===== src/rtl/rlps_pkg.sv =====
package rlps_pkg;

    // default configuration
    localparam int COORD_BITS_DEF  = 16;
    localparam int MAX_ENTRIES_DEF = 64;

    // fixed field widths at the ports
    localparam int COORD_IN_W = 16;
    localparam int SEED_W     = 6;

    // split axis codes
    localparam logic AXIS_X = 1'b0;
    localparam logic AXIS_Y = 1'b1;

    // seed indices of both axes and set status, carried along the result path
    typedef struct packed {
        logic [SEED_W-1:0] hl_x;
        logic [SEED_W-1:0] lh_x;
        logic [SEED_W-1:0] hl_y;
        logic [SEED_W-1:0] lh_y;
        logic              same_x;
        logic              same_y;
        logic              overflow;
    } seed_info_t;

endpackage


===== src/rtl/rtree_linear_pick_seeds.sv =====
// Linear seed picking for an R-tree node split. Rectangles of one node enter
// one request per cycle as corner, width, height and a last mark; entry
// indices count from 0 in arrival order. Per axis the block keeps the total
// extent and the entries with the highest low side and the lowest high side
// (earliest entry wins ties). On the last request it picks the axis with the
// larger separation over extent (Y on a tie, zero extent counts as zero) and
// returns that axis and its two seeds as one result, then starts a new set.
// Entries beyond MAX_ENTRIES are ignored and flagged. Rate: one rectangle per
// cycle while not stalled; the result passes from the last rectangle through
// the input register, set snapshot, cross products and result register. A
// last rectangle stalls only while the snapshot and product registers and the
// result register are all held by earlier results.
module rtree_linear_pick_seeds #(
    parameter int COORD_BITS  = rlps_pkg::COORD_BITS_DEF,
    parameter int MAX_ENTRIES = rlps_pkg::MAX_ENTRIES_DEF
) (
    input  logic                            clk,
    input  logic                            rst_n,
    input  logic                            in_valid,
    output logic                            in_stall,
    input  logic [rlps_pkg::COORD_IN_W-1:0] x_low,
    input  logic [rlps_pkg::COORD_IN_W-1:0] y_low,
    input  logic [rlps_pkg::COORD_IN_W-1:0] x_extent,
    input  logic [rlps_pkg::COORD_IN_W-1:0] y_extent,
    input  logic                            last,
    output logic                            out_valid,
    input  logic                            out_stall,
    output logic                            split_axis,
    output logic [rlps_pkg::SEED_W-1:0]     seed_high_low,
    output logic [rlps_pkg::SEED_W-1:0]     seed_low_high,
    output logic                            seeds_same,
    output logic                            overflowed
);

    logic                         fin_valid;
    logic                         fin_ready;
    logic signed [COORD_BITS+1:0] fin_nx, fin_ny;
    logic [COORD_BITS:0]          fin_dx, fin_dy;
    rlps_pkg::seed_info_t         fin_info;

    // running extremes and set snapshot
    rlps_track #(
        .CB  (COORD_BITS),
        .MAX (MAX_ENTRIES)
    ) u_track (
        .clk       (clk),
        .rst_n     (rst_n),
        .in_valid  (in_valid),
        .in_stall  (in_stall),
        .x_low     (x_low),
        .y_low     (y_low),
        .x_extent  (x_extent),
        .y_extent  (y_extent),
        .last      (last),
        .fin_valid (fin_valid),
        .fin_ready (fin_ready),
        .fin_nx    (fin_nx),
        .fin_dx    (fin_dx),
        .fin_ny    (fin_ny),
        .fin_dy    (fin_dy),
        .fin_info  (fin_info)
    );

    // axis decision and result register
    rlps_compare #(
        .CB (COORD_BITS)
    ) u_compare (
        .clk           (clk),
        .rst_n         (rst_n),
        .fin_valid     (fin_valid),
        .fin_ready     (fin_ready),
        .fin_nx        (fin_nx),
        .fin_dx        (fin_dx),
        .fin_ny        (fin_ny),
        .fin_dy        (fin_dy),
        .fin_info      (fin_info),
        .out_valid     (out_valid),
        .out_stall     (out_stall),
        .split_axis    (split_axis),
        .seed_high_low (seed_high_low),
        .seed_low_high (seed_low_high),
        .seeds_same    (seeds_same),
        .overflowed    (overflowed)
    );

`ifndef SYNTHESIS
    // input stalls only behind an occupied snapshot register
    a_stall_needs_snapshot: assert property (@(posedge clk) disable iff (!rst_n)
        in_stall |-> fin_valid)
        else $error("input stalled with empty snapshot register");

    // a held snapshot implies a full result register
    a_snapshot_blocked: assert property (@(posedge clk) disable iff (!rst_n)
        (fin_valid && !fin_ready) |-> out_valid)
        else $error("snapshot held while result register is empty");

    // a result always follows a snapshot that moved on
    a_snapshot_flows: assert property (@(posedge clk) disable iff (!rst_n)
        (fin_valid && fin_ready && !out_valid) |=> ##1 out_valid)
        else $error("snapshot lost on its way to the result register");
`endif

endmodule


===== src/rtl/rlps_axis.sv =====
module rlps_axis #(
    parameter int CB = rlps_pkg::COORD_BITS_DEF,
    parameter int IW = 6
) (
    input  logic                 clk,
    input  logic [CB-1:0]        lo,
    input  logic [CB-1:0]        ext,
    input  logic [IW-1:0]        idx,
    input  logic                 first,
    input  logic                 en,
    output logic signed [CB+1:0] sep,
    output logic [CB:0]          span,
    output logic [IW-1:0]        hl_idx,
    output logic [IW-1:0]        lh_idx
);

    logic [CB-1:0] ll_reg, ll_next;
    logic [CB:0]   hh_reg, hh_next;
    logic [CB-1:0] hl_reg, hl_next;
    logic [IW-1:0] hli_reg, hli_next;
    logic [CB:0]   lh_reg, lh_next;
    logic [IW-1:0] lhi_reg, lhi_next;
    logic [CB:0]   hi;
    logic signed [CB+1:0] sep_raw;
    logic [CB:0]   span_raw;

    // high side of the rectangle, one bit wider so it never wraps
    assign hi = {1'b0, lo} + {1'b0, ext};

    // running extremes, strict compares keep the earliest entry
    always_comb
    begin
        ll_next  = ll_reg;
        hh_next  = hh_reg;
        hl_next  = hl_reg;
        hli_next = hli_reg;
        lh_next  = lh_reg;
        lhi_next = lhi_reg;
        if (en)
        begin
            if (first)
            begin
                ll_next  = lo;
                hh_next  = hi;
                hl_next  = lo;
                hli_next = idx;
                lh_next  = hi;
                lhi_next = idx;
            end
            else
            begin
                if (lo < ll_reg)
                begin
                    ll_next = lo;
                end
                if (hi > hh_reg)
                begin
                    hh_next = hi;
                end
                if (lo > hl_reg)
                begin
                    hl_next  = lo;
                    hli_next = idx;
                end
                if (hi < lh_reg)
                begin
                    lh_next  = hi;
                    lhi_next = idx;
                end
            end
        end
    end

    // first entry of a set loads everything, so no reset is needed
    always_ff @(posedge clk)
    begin
        ll_reg  <= ll_next;
        hh_reg  <= hh_next;
        hl_reg  <= hl_next;
        hli_reg <= hli_next;
        lh_reg  <= lh_next;
        lhi_reg <= lhi_next;
    end

    // separation and total extent including the current entry
    assign sep_raw  = $signed({2'b00, hl_next}) - $signed({1'b0, lh_next});
    assign span_raw = hh_next - {1'b0, ll_next};

    // a zero extent counts as zero separation over unit extent
    always_comb
    begin
        if (span_raw == '0)
        begin
            sep  = '0;
            span = (CB+1)'(1);
        end
        else
        begin
            sep  = sep_raw;
            span = span_raw;
        end
    end

    assign hl_idx = hli_next;
    assign lh_idx = lhi_next;

endmodule


===== src/rtl/rlps_track.sv =====
module rlps_track #(
    parameter int CB  = rlps_pkg::COORD_BITS_DEF,
    parameter int MAX = rlps_pkg::MAX_ENTRIES_DEF
) (
    input  logic                              clk,
    input  logic                              rst_n,
    input  logic                              in_valid,
    output logic                              in_stall,
    input  logic [rlps_pkg::COORD_IN_W-1:0]   x_low,
    input  logic [rlps_pkg::COORD_IN_W-1:0]   y_low,
    input  logic [rlps_pkg::COORD_IN_W-1:0]   x_extent,
    input  logic [rlps_pkg::COORD_IN_W-1:0]   y_extent,
    input  logic                              last,
    output logic                              fin_valid,
    input  logic                              fin_ready,
    output logic signed [CB+1:0]              fin_nx,
    output logic [CB:0]                       fin_dx,
    output logic signed [CB+1:0]              fin_ny,
    output logic [CB:0]                       fin_dy,
    output rlps_pkg::seed_info_t              fin_info
);

    localparam int CW = $clog2(MAX + 1);
    localparam int IW = $clog2(MAX);
    localparam int PADW = CB + rlps_pkg::COORD_IN_W;
    localparam int SPADW = IW + rlps_pkg::SEED_W;

    // input register
    logic          in_valid_reg;
    logic [CB-1:0] xl_reg, yl_reg, xe_reg, ye_reg;
    logic          last_reg;

    // set state
    logic [CW-1:0] count_reg, count_next;
    logic          ovf_reg, ovf_next;

    // snapshot register
    logic                 fin_valid_reg, fin_valid_next;
    logic signed [CB+1:0] nx_reg, ny_reg;
    logic [CB:0]          dx_reg, dy_reg;
    rlps_pkg::seed_info_t info_reg, info_next;

    logic                 take, close, below, en, first, snap_free;
    logic [IW-1:0]        idx;
    logic signed [CB+1:0] sep_x, sep_y;
    logic [CB:0]          span_x, span_y;
    logic [IW-1:0]        hli_x, lhi_x, hli_y, lhi_y;
    logic [PADW-1:0]      xl_pad, yl_pad, xe_pad, ye_pad;
    logic [SPADW-1:0]     hlx_pad, lhx_pad, hly_pad, lhy_pad;

    // a last request waits only for room in the snapshot register
    assign snap_free = !fin_valid_reg || fin_ready;
    assign take      = in_valid_reg && (!last_reg || snap_free);
    assign close     = take && last_reg;
    assign in_stall  = in_valid_reg && last_reg && !snap_free;

    always_ff @(posedge clk or negedge rst_n)
    begin
        if (!rst_n)
        begin
            in_valid_reg <= 1'b0;
        end
        else if (!in_stall)
        begin
            in_valid_reg <= in_valid;
        end
    end

    // coordinates trimmed or widened to the working width
    assign xl_pad = {{CB{1'b0}}, x_low};
    assign yl_pad = {{CB{1'b0}}, y_low};
    assign xe_pad = {{CB{1'b0}}, x_extent};
    assign ye_pad = {{CB{1'b0}}, y_extent};

    always_ff @(posedge clk)
    begin
        if (in_valid && !in_stall)
        begin
            xl_reg   <= xl_pad[CB-1:0];
            yl_reg   <= yl_pad[CB-1:0];
            xe_reg   <= xe_pad[CB-1:0];
            ye_reg   <= ye_pad[CB-1:0];
            last_reg <= last;
        end
    end

    // entries beyond the maximum are dropped and flagged
    assign below = count_reg < CW'(MAX);
    assign en    = take && below;
    assign first = count_reg == '0;
    assign idx   = count_reg[IW-1:0];

    always_comb
    begin
        count_next = count_reg;
        ovf_next   = ovf_reg;
        if (close)
        begin
            count_next = '0;
            ovf_next   = 1'b0;
        end
        else if (en)
        begin
            count_next = count_reg + CW'(1);
        end
        else if (take)
        begin
            ovf_next = 1'b1;
        end
    end

    always_ff @(posedge clk or negedge rst_n)
    begin
        if (!rst_n)
        begin
            count_reg <= '0;
            ovf_reg   <= 1'b0;
        end
        else
        begin
            count_reg <= count_next;
            ovf_reg   <= ovf_next;
        end
    end

    // per-axis trackers
    rlps_axis #(
        .CB (CB),
        .IW (IW)
    ) u_axis_x (
        .clk    (clk),
        .lo     (xl_reg),
        .ext    (xe_reg),
        .idx    (idx),
        .first  (first),
        .en     (en),
        .sep    (sep_x),
        .span   (span_x),
        .hl_idx (hli_x),
        .lh_idx (lhi_x)
    );

    rlps_axis #(
        .CB (CB),
        .IW (IW)
    ) u_axis_y (
        .clk    (clk),
        .lo     (yl_reg),
        .ext    (ye_reg),
        .idx    (idx),
        .first  (first),
        .en     (en),
        .sep    (sep_y),
        .span   (span_y),
        .hl_idx (hli_y),
        .lh_idx (lhi_y)
    );

    // seed indices reported on six bits
    assign hlx_pad = {{rlps_pkg::SEED_W{1'b0}}, hli_x};
    assign lhx_pad = {{rlps_pkg::SEED_W{1'b0}}, lhi_x};
    assign hly_pad = {{rlps_pkg::SEED_W{1'b0}}, hli_y};
    assign lhy_pad = {{rlps_pkg::SEED_W{1'b0}}, lhi_y};

    always_comb
    begin
        info_next.hl_x     = hlx_pad[rlps_pkg::SEED_W-1:0];
        info_next.lh_x     = lhx_pad[rlps_pkg::SEED_W-1:0];
        info_next.hl_y     = hly_pad[rlps_pkg::SEED_W-1:0];
        info_next.lh_y     = lhy_pad[rlps_pkg::SEED_W-1:0];
        info_next.same_x   = hli_x == lhi_x;
        info_next.same_y   = hli_y == lhi_y;
        info_next.overflow = ovf_reg || (take && !below);
    end

    // snapshot of the closed set
    always_comb
    begin
        if (close)
        begin
            fin_valid_next = 1'b1;
        end
        else if (fin_ready)
        begin
            fin_valid_next = 1'b0;
        end
        else
        begin
            fin_valid_next = fin_valid_reg;
        end
    end

    always_ff @(posedge clk or negedge rst_n)
    begin
        if (!rst_n)
        begin
            fin_valid_reg <= 1'b0;
        end
        else
        begin
            fin_valid_reg <= fin_valid_next;
        end
    end

    always_ff @(posedge clk)
    begin
        if (close)
        begin
            nx_reg   <= sep_x;
            dx_reg   <= span_x;
            ny_reg   <= sep_y;
            dy_reg   <= span_y;
            info_reg <= info_next;
        end
    end

    assign fin_valid = fin_valid_reg;
    assign fin_nx    = nx_reg;
    assign fin_dx    = dx_reg;
    assign fin_ny    = ny_reg;
    assign fin_dy    = dy_reg;
    assign fin_info  = info_reg;

endmodule


===== src/rtl/rlps_compare.sv =====
module rlps_compare #(
    parameter int CB = rlps_pkg::COORD_BITS_DEF
) (
    input  logic                             clk,
    input  logic                             rst_n,
    input  logic                             fin_valid,
    output logic                             fin_ready,
    input  logic signed [CB+1:0]             fin_nx,
    input  logic [CB:0]                      fin_dx,
    input  logic signed [CB+1:0]             fin_ny,
    input  logic [CB:0]                      fin_dy,
    input  rlps_pkg::seed_info_t             fin_info,
    output logic                             out_valid,
    input  logic                             out_stall,
    output logic                             split_axis,
    output logic [rlps_pkg::SEED_W-1:0]      seed_high_low,
    output logic [rlps_pkg::SEED_W-1:0]      seed_low_high,
    output logic                             seeds_same,
    output logic                             overflowed
);

    localparam int PW = 2 * CB + 2;

    logic                 prod_valid_reg;
    logic                 negx_reg, negy_reg;
    logic [PW-1:0]        pxy_reg, pyx_reg;
    rlps_pkg::seed_info_t pinfo_reg;

    logic                 out_valid_reg;
    logic                 axis_reg;
    logic [rlps_pkg::SEED_W-1:0] shl_reg, slh_reg;
    logic                 same_reg, ovf_reg;

    logic                 o_free, p_free, p_load, o_load;
    logic                 negx, negy, axis_x;
    logic [CB+1:0]        absx_w, absy_w;
    logic [CB:0]          mx, my;

    // each stage loads when it is empty or its content moves on
    assign o_free    = !out_valid_reg || !out_stall;
    assign p_free    = !prod_valid_reg || o_free;
    assign fin_ready = p_free;
    assign p_load    = fin_valid && p_free;
    assign o_load    = prod_valid_reg && o_free;

    // magnitudes of the separations
    assign negx   = fin_nx < 0;
    assign negy   = fin_ny < 0;
    assign absx_w = negx ? (CB+2)'(-fin_nx) : (CB+2)'(fin_nx);
    assign absy_w = negy ? (CB+2)'(-fin_ny) : (CB+2)'(fin_ny);
    assign mx     = absx_w[CB:0];
    assign my     = absy_w[CB:0];

    // cross products register
    always_ff @(posedge clk or negedge rst_n)
    begin
        if (!rst_n)
        begin
            prod_valid_reg <= 1'b0;
        end
        else if (p_free)
        begin
            prod_valid_reg <= fin_valid;
        end
    end

    always_ff @(posedge clk)
    begin
        if (p_load)
        begin
            negx_reg  <= negx;
            negy_reg  <= negy;
            pxy_reg   <= PW'(mx) * PW'(fin_dy);
            pyx_reg   <= PW'(my) * PW'(fin_dx);
            pinfo_reg <= fin_info;
        end
    end

    // X wins only on a strictly larger normalised separation
    always_comb
    begin
        priority if (!negx_reg && negy_reg)
        begin
            axis_x = 1'b1;
        end
        else if (negx_reg && !negy_reg)
        begin
            axis_x = 1'b0;
        end
        else if (!negx_reg)
        begin
            axis_x = pxy_reg > pyx_reg;
        end
        else
        begin
            axis_x = pyx_reg > pxy_reg;
        end
    end

    // result register
    always_ff @(posedge clk or negedge rst_n)
    begin
        if (!rst_n)
        begin
            out_valid_reg <= 1'b0;
        end
        else if (o_free)
        begin
            out_valid_reg <= prod_valid_reg;
        end
    end

    always_ff @(posedge clk)
    begin
        if (o_load)
        begin
            axis_reg <= axis_x ? rlps_pkg::AXIS_X : rlps_pkg::AXIS_Y;
            shl_reg  <= axis_x ? pinfo_reg.hl_x : pinfo_reg.hl_y;
            slh_reg  <= axis_x ? pinfo_reg.lh_x : pinfo_reg.lh_y;
            same_reg <= axis_x ? pinfo_reg.same_x : pinfo_reg.same_y;
            ovf_reg  <= pinfo_reg.overflow;
        end
    end

    assign out_valid     = out_valid_reg;
    assign split_axis    = axis_reg;
    assign seed_high_low = shl_reg;
    assign seed_low_high = slh_reg;
    assign seeds_same    = same_reg;
    assign overflowed    = ovf_reg;

endmodule

===== config.mk =====
export PLATFORM = sky130hd
export DESIGN_NAME = rtree_linear_pick_seeds
export DESIGN_NICKNAME = d
export VERILOG_FILES = /design/src/rtl/rlps_pkg.sv /design/src/rtl/rtree_linear_pick_seeds.sv /design/src/rtl/rlps_axis.sv /design/src/rtl/rlps_track.sv /design/src/rtl/rlps_compare.sv
export SDC_FILE = /design/constraint.sdc
export NUM_CORES = 2
export LEC_CHECK = 0
export BUFFER_PORTS_ARGS = -buffer_cell sky130_fd_sc_hd__clkbuf_2
export CORE_MARGIN = 2
export CORE_UTILIZATION = 45
export CTS_CLUSTER_SIZE = 10
export DETAILED_ROUTE_END_ITERATION = 8
export PLACE_DENSITY = 0.62
export SETUP_SLACK_MARGIN = 0.5
export SYNTH_ARGS = -nofsm -noshare
export SYNTH_HDL_FRONTEND = slang
export SYNTH_HIERARCHICAL = 1
export SYNTH_SLANG_ARGS = --single-unit
export TNS_END_PERCENT = 30

===== constraint.sdc =====
create_clock -name clk -period 10.3 [get_ports clk]
set_input_delay 0.515 -clock clk [delete_from_list [all_inputs] [get_ports clk]]
set_output_delay 0.515 -clock clk [all_outputs]
set_load 0.01 [all_outputs]

# --- After elaboration in Yosys (flattened, before gate mapping) ---
# Cells that the tools add are included.
word_totals:
  ram_bits: 0
  romBits: 0
  output_inout_bits: 17
  reg_bits: 442
  input_bits: 69
  latch_bits: 0
  memories: 0
  word_cells: 162
classes:
  reduce_logical: 33
  bitwise_logic: 0
  n_div: 0
  n_shift: 0
  n_addsub: 9
  n_eq_ne: 3
  order_cmp: 13
  muxes: 52
  mul: 2
op_table:
  columns: ["cell", "count"]
  rows:
  - ["$mux 17", 14]
  - ["$mux 16", 12]
  - ["$mux 6", 14]
  - ["$gt 34x34->1", 2]
  - ["$mul 17x17->34", 2]
  - ["$lt 18x1->1 const B", 2]
  - ["$sub 16x17->18", 2]
  - ["$add 16x16->17", 2]
  - ["$gt 17x17->1", 2]
  - ["$logic_not 17->1", 2]
  - ["$lt 17x17->1", 2]
  - ["$neg 17->17", 2]
  - ["$sub 17x16->17", 2]
  - ["$gt 16x16->1", 2]
  - ["$lt 16x16->1", 2]
  - ["$mux 7", 2]
  - ["$eq 6x6->1", 2]
  - ["$logic_and 1x1->1", 11]
  - ["$logic_not 1->1", 10]
  - ["$mux 1", 10]
  - ["$add 7x1->7 const B", 1]
  - ["$logic_not 7->1", 1]
  - ["$lt 7x7->1 const B", 1]
  - ["$reduce_bool 2->1", 3]
  - ["other kinds (3)", 7]

# --- Depth between registers and ports, before layout ---
logic_depth:
  word_depth: 10
  mapped_depth: 32
  depth_no_buf: 29

# --- Hierarchy ---
# Netlist, hierarchy kept.
by_module_without_submodules:
  columns: ["module", "cells_each", "instances", "area_each_um2", "seq_area_each_um2"]
  rows:
  - ["rlps_compare", 2615, 1, 24445.9, 3413.3]
  - ["rlps_axis", 781, 2, 6612.6, 1561.5]
  - ["rlps_track", 236, 1, 5546.6, 5114.9]

# --- Worst setup path after synthesis ---
# OpenSTA, ideal clock, no wires.
synth_timing:
  path_kind: "register -> register"
  start: "register u_track.nx_reg[0] (netlist: u_track/fin_nx[0])"
  end: "register u_compare.pxy_reg[30] (data pin)"
  t_arrival_ns: 7.340
  path_buffers: 2
  synth_period_minus_slack_ns: 7.599
  setup_time_ns: 0.259
  required_ns: 10.041
  stages_incl_launch_ff: 30
  slack_ns: 2.701
  path_cell_list: "edfxtp_1 > buf_2 > inv_1 > ha_1 > nand2b_1 > nand2b_1 > or2_2 > o41ai_1 > nand2_1 > xor2_1 > clkbuf_1 > nand2_1 > fa_1 > fa_1 > inv_1 > fa_1 > fa_1 > fa_1 > inv_1 > fa_1 > inv_1 > ha_1 > nand3_1 > nor2_1 > o21ai_0 > o21ai_0 > a31oi_1 > a21oi_1 > nor4b_1 > a211o_1"
synth_between:
  elab_chain_len: 3
  elab_cells_between_ends: 4
  classes_between: "add/sub (1); mul (1); order compare (1); mux (1)"
synth_lines:
  columns: ["element", "line", "rtl"]
  rows:
  - ["from (decl)", "rlps_track.sv:39", "logic signed [CB+1:0] nx_reg, ny_reg;"]
  - ["from (signal assigned)", "rlps_track.sv:209", "nx_reg <= sep_x;"]
  - ["$neg 17->17 or $lt 18x1->1 (tied branches)", "rlps_compare.sv:49, rlps_compare.sv:47", null]
  - ["$mux 17 *", "rlps_compare.sv:49", "assign absx_w = negx ? (CB+2)'(-fin_nx) : (CB+2)'(fin_nx);"]
  - ["$mul 17x17->34 *", "rlps_compare.sv:73", "pxy_reg <= PW'(mx) * PW'(fin_dy);"]
  - ["to (signal assigned)", "rlps_compare.sv:73", null]
  - ["to (decl)", "rlps_compare.sv:26", "logic [PW-1:0] pxy_reg, pyx_reg;"]
# Every way passes the cells marked *; elsewhere a longest branch is shown, timed or not.
# A chain may end at the register's enable or synchronous reset.

# --- Worst setup path after layout ---
# Ends and elaborated chain as after synthesis.

==> results.json <==
{
  "wl_per_cell_um": 17.2,
  "cts_setup_buffers": 0,
  "critPathLaunchType": "flip-flop",
  "yosysUniqueCellTypes": 82,
  "drive_gt1_frac": 0.0785,
  "fillCellCount": 8901,
  "setup_viol": 0,
  "grt-ovfl-total": 0,
  "cts.sinks": 442,
  "clkSlewWorstSetupHoldPaths_ps": 60,
  "fin_util": 0.491,
  "tightest_slew_ps": 1110,
  "yosys-top-cells-area": "fa_1 (21%), edfxtp_1 (19%), ha_1 (14%), dfxtp_1 (7.2%), inv_1 (7.1%)",
  "die_w_um": 314,
  "cp-end-kind": "flip-flop",
  "cts-buffers-inserted": 53,
  "outcome": "complete, no violations",
  "synth_warnings": 6,
  "tns_ps": 0,
  "synth_top_cell_area_share": 0.210,
  "start_util": 0.454,
  "htreeDepth": 2,
  "syn_nets": 5414,
  "synthToLayoutAreaGrowth_pct": 8.16,
  "avgViaCountPerCell": 5.20,
  "synth_area_um2": 43200,
  "grt_max_degree": 75,
  "cts-root-buf": "clkbuf_16",
  "grt_usage": 0.206,
  "grt_pass1_vias": 30700,
  "die-area_um2": 98500,
  "ant_nets": 0,
  "nets": 5482,
  "maxCapViolCount": 0,
  "num_vias": 30100,
  "min_period_ps": 8450,
  "timing.slew.headroom": 0.258,
  "die_h_um": 314,
  "wl_um": 99500,
  "clock_skew_ps": 21.8,
  "pin_count": 86,
  "ys_seq_area_frac": 0.270,
  "avgSynthCellArea_um2": 9.79,
  "rr_startpoint": "u_track/fin_nx[0]",
  "slew_viol_final": 0,
  "grt_first_pass_wirelength_um": 162000,
  "place_hpwl_um": 77400,
  "postSynthCellCount": 4413,
  "synthTopCellsByCount": "inv_1 (818), ha_1 (478), fa_1 (454), nand2_1 (403), and2_1 (287)",
  "drc": 0,
  "row_count": 113,
  "core_area_um2": 95200,
  "multi_input_area_um2": 28000,
  "ff2ff_setup_slack_ps": 1850,
  "hold_viol_final": 0,
  "drt_first_pass_iters": 6,
  "globalplace.congestion": 0.882,
  "ctsResizeCount": 0,
  "holdPathEnd": "u_track/ye_reg[15]",
  "ys.flop_type": "edfxtp_1",
  "yosys.cell_count.top_type": "inv_1",
  "r2r_cells": 29,
  "drt-initial-drc-count": 1633,
  "crit_type": "reg2reg",
  "fin_crit_sh": 0.820,
  "ys_seq_elements": 442,
  "regArea_um2": 11700,
  "rsz0062_at_grt": "no",
  "worstHoldPathCells": 1,
  "critPathMaxStageDelay_ps": 730,
  "antenna_found_initial": 0,
  "hold_start": "y_extent[15]",
  "worstSkewPairLatency_ps": 620,
  "synth-edff-count": 274,
  "ys_async_sr_fraction": 0.0271,
  "slowest_stage": "edfxtp_1",
  "crit_path_frequent_cell": "fa_1",
  "rr_endpoint": "u_compare/pxy_reg[30]",
  "cts_tree": "done",
  "max_freq_ghz": 0.118,
  "ctsLongestPathBuffers": 3,
  "port_buffers": 85,
  "min_path_type": "in2reg",
  "diodes": 0,
  "arrival_ps": 8810,
  "yosysTopAreaCell": "fa_1",
  "required_ps": 10660,
  "whs_ps": 70.3,
  "cp_max_fo": 19
}
## metrics by stage
step,cell area [um2],std cells,setup WS [ps]
final,46700,5790,1850
after CTS,46700,5790,1890
after detailed placement,45200,5690,1940
after floorplan,43200,4413,2700
after global routing,46700,5790,1200
after global placement,45200,5690,2040
## final cells by class
type | instances | area share
Sequential cell | 442 | 0.249
Tap cell | 1265 | 0.0339
Clock buffer | 91 | 0.0323
Multi-Input combinational cell | 3029 | 0.600
Inverter | 818 | 0.0657
Timing Repair Buffer | 137 | 0.0175
Clock inverter | 8 | 0.00150
## routing by layer
metal	vias to the layer above	GRT usage	share of wire
li1	14600	-	-
met1	14800	0.282	0.46
met2	622	0.348	0.47
met3	149	0.0212	0.043
met4	0	0.0606	0.028
met5	-	0	0
## placed cells by master (no fill, tap or decap), types with 125 or more instances in the layout
cell,instances
and2_1,285
nor2_1,152
edfxtp_1,274
inv_1,818
ha_1,478
fa_1,454
nand2_1,403
dfxtp_1,156
xnor2_1,125
a21oi_1,202
o21ai_0,127
## critical path: cells and delay by family, from the launching register on
family / cells / cell delay [ps]
fa+ha+maj: 8 / 3570
compound gates: 6 / 1970
simple gates: 8 / 1180
flops: 1 / 730
buf+inv: 6 / 570
xor+xnor: 1 / 170
## worst max path at each step
| stage | to | slack (ps) | depth (start not counted) | from |
|---|---|---|---|---|
| after CTS | u_compare/pxy_reg[30] | 1890 | 29 | u_track/fin_nx[0] |
| final | u_compare/pxy_reg[30] | 1850 | 29 | u_track/fin_nx[0] |
| after detailed placement | u_compare/pxy_reg[30] | 1940 | 29 | u_track/fin_nx[0] |
| after floorplan | u_compare/pxy_reg[30] | 2700 | 29 | u_track/fin_nx[0] |
| after global placement | u_compare/pxy_reg[30] | 2040 | 29 | u_track/fin_nx[0] |
| after global routing | u_compare/pxy_reg[30] | 1200 | 29 | u_track/fin_nx[0] |
## logic make-up after synthesis
group                      Yosys count  synth area share
muxes                              140            0.0356
DFF                                442             0.270
and+or+nand+nor                   1132             0.132
AOI/OAI and AO/OA                  654            0.0965
adders and majority gates          932             0.349
buffers and inverters              942            0.0831
xor gates and xnor gates           171            0.0348
## timing repair
item / CTS / global route
setup endpoints to repair: 0 / 0
endpoints found under the hold margin: 12 / 0
hold buffers: 1 / 0
Power is not shown: default switching activity piles up to over one toggle a cycle in this logic, so the estimate is an artifact.
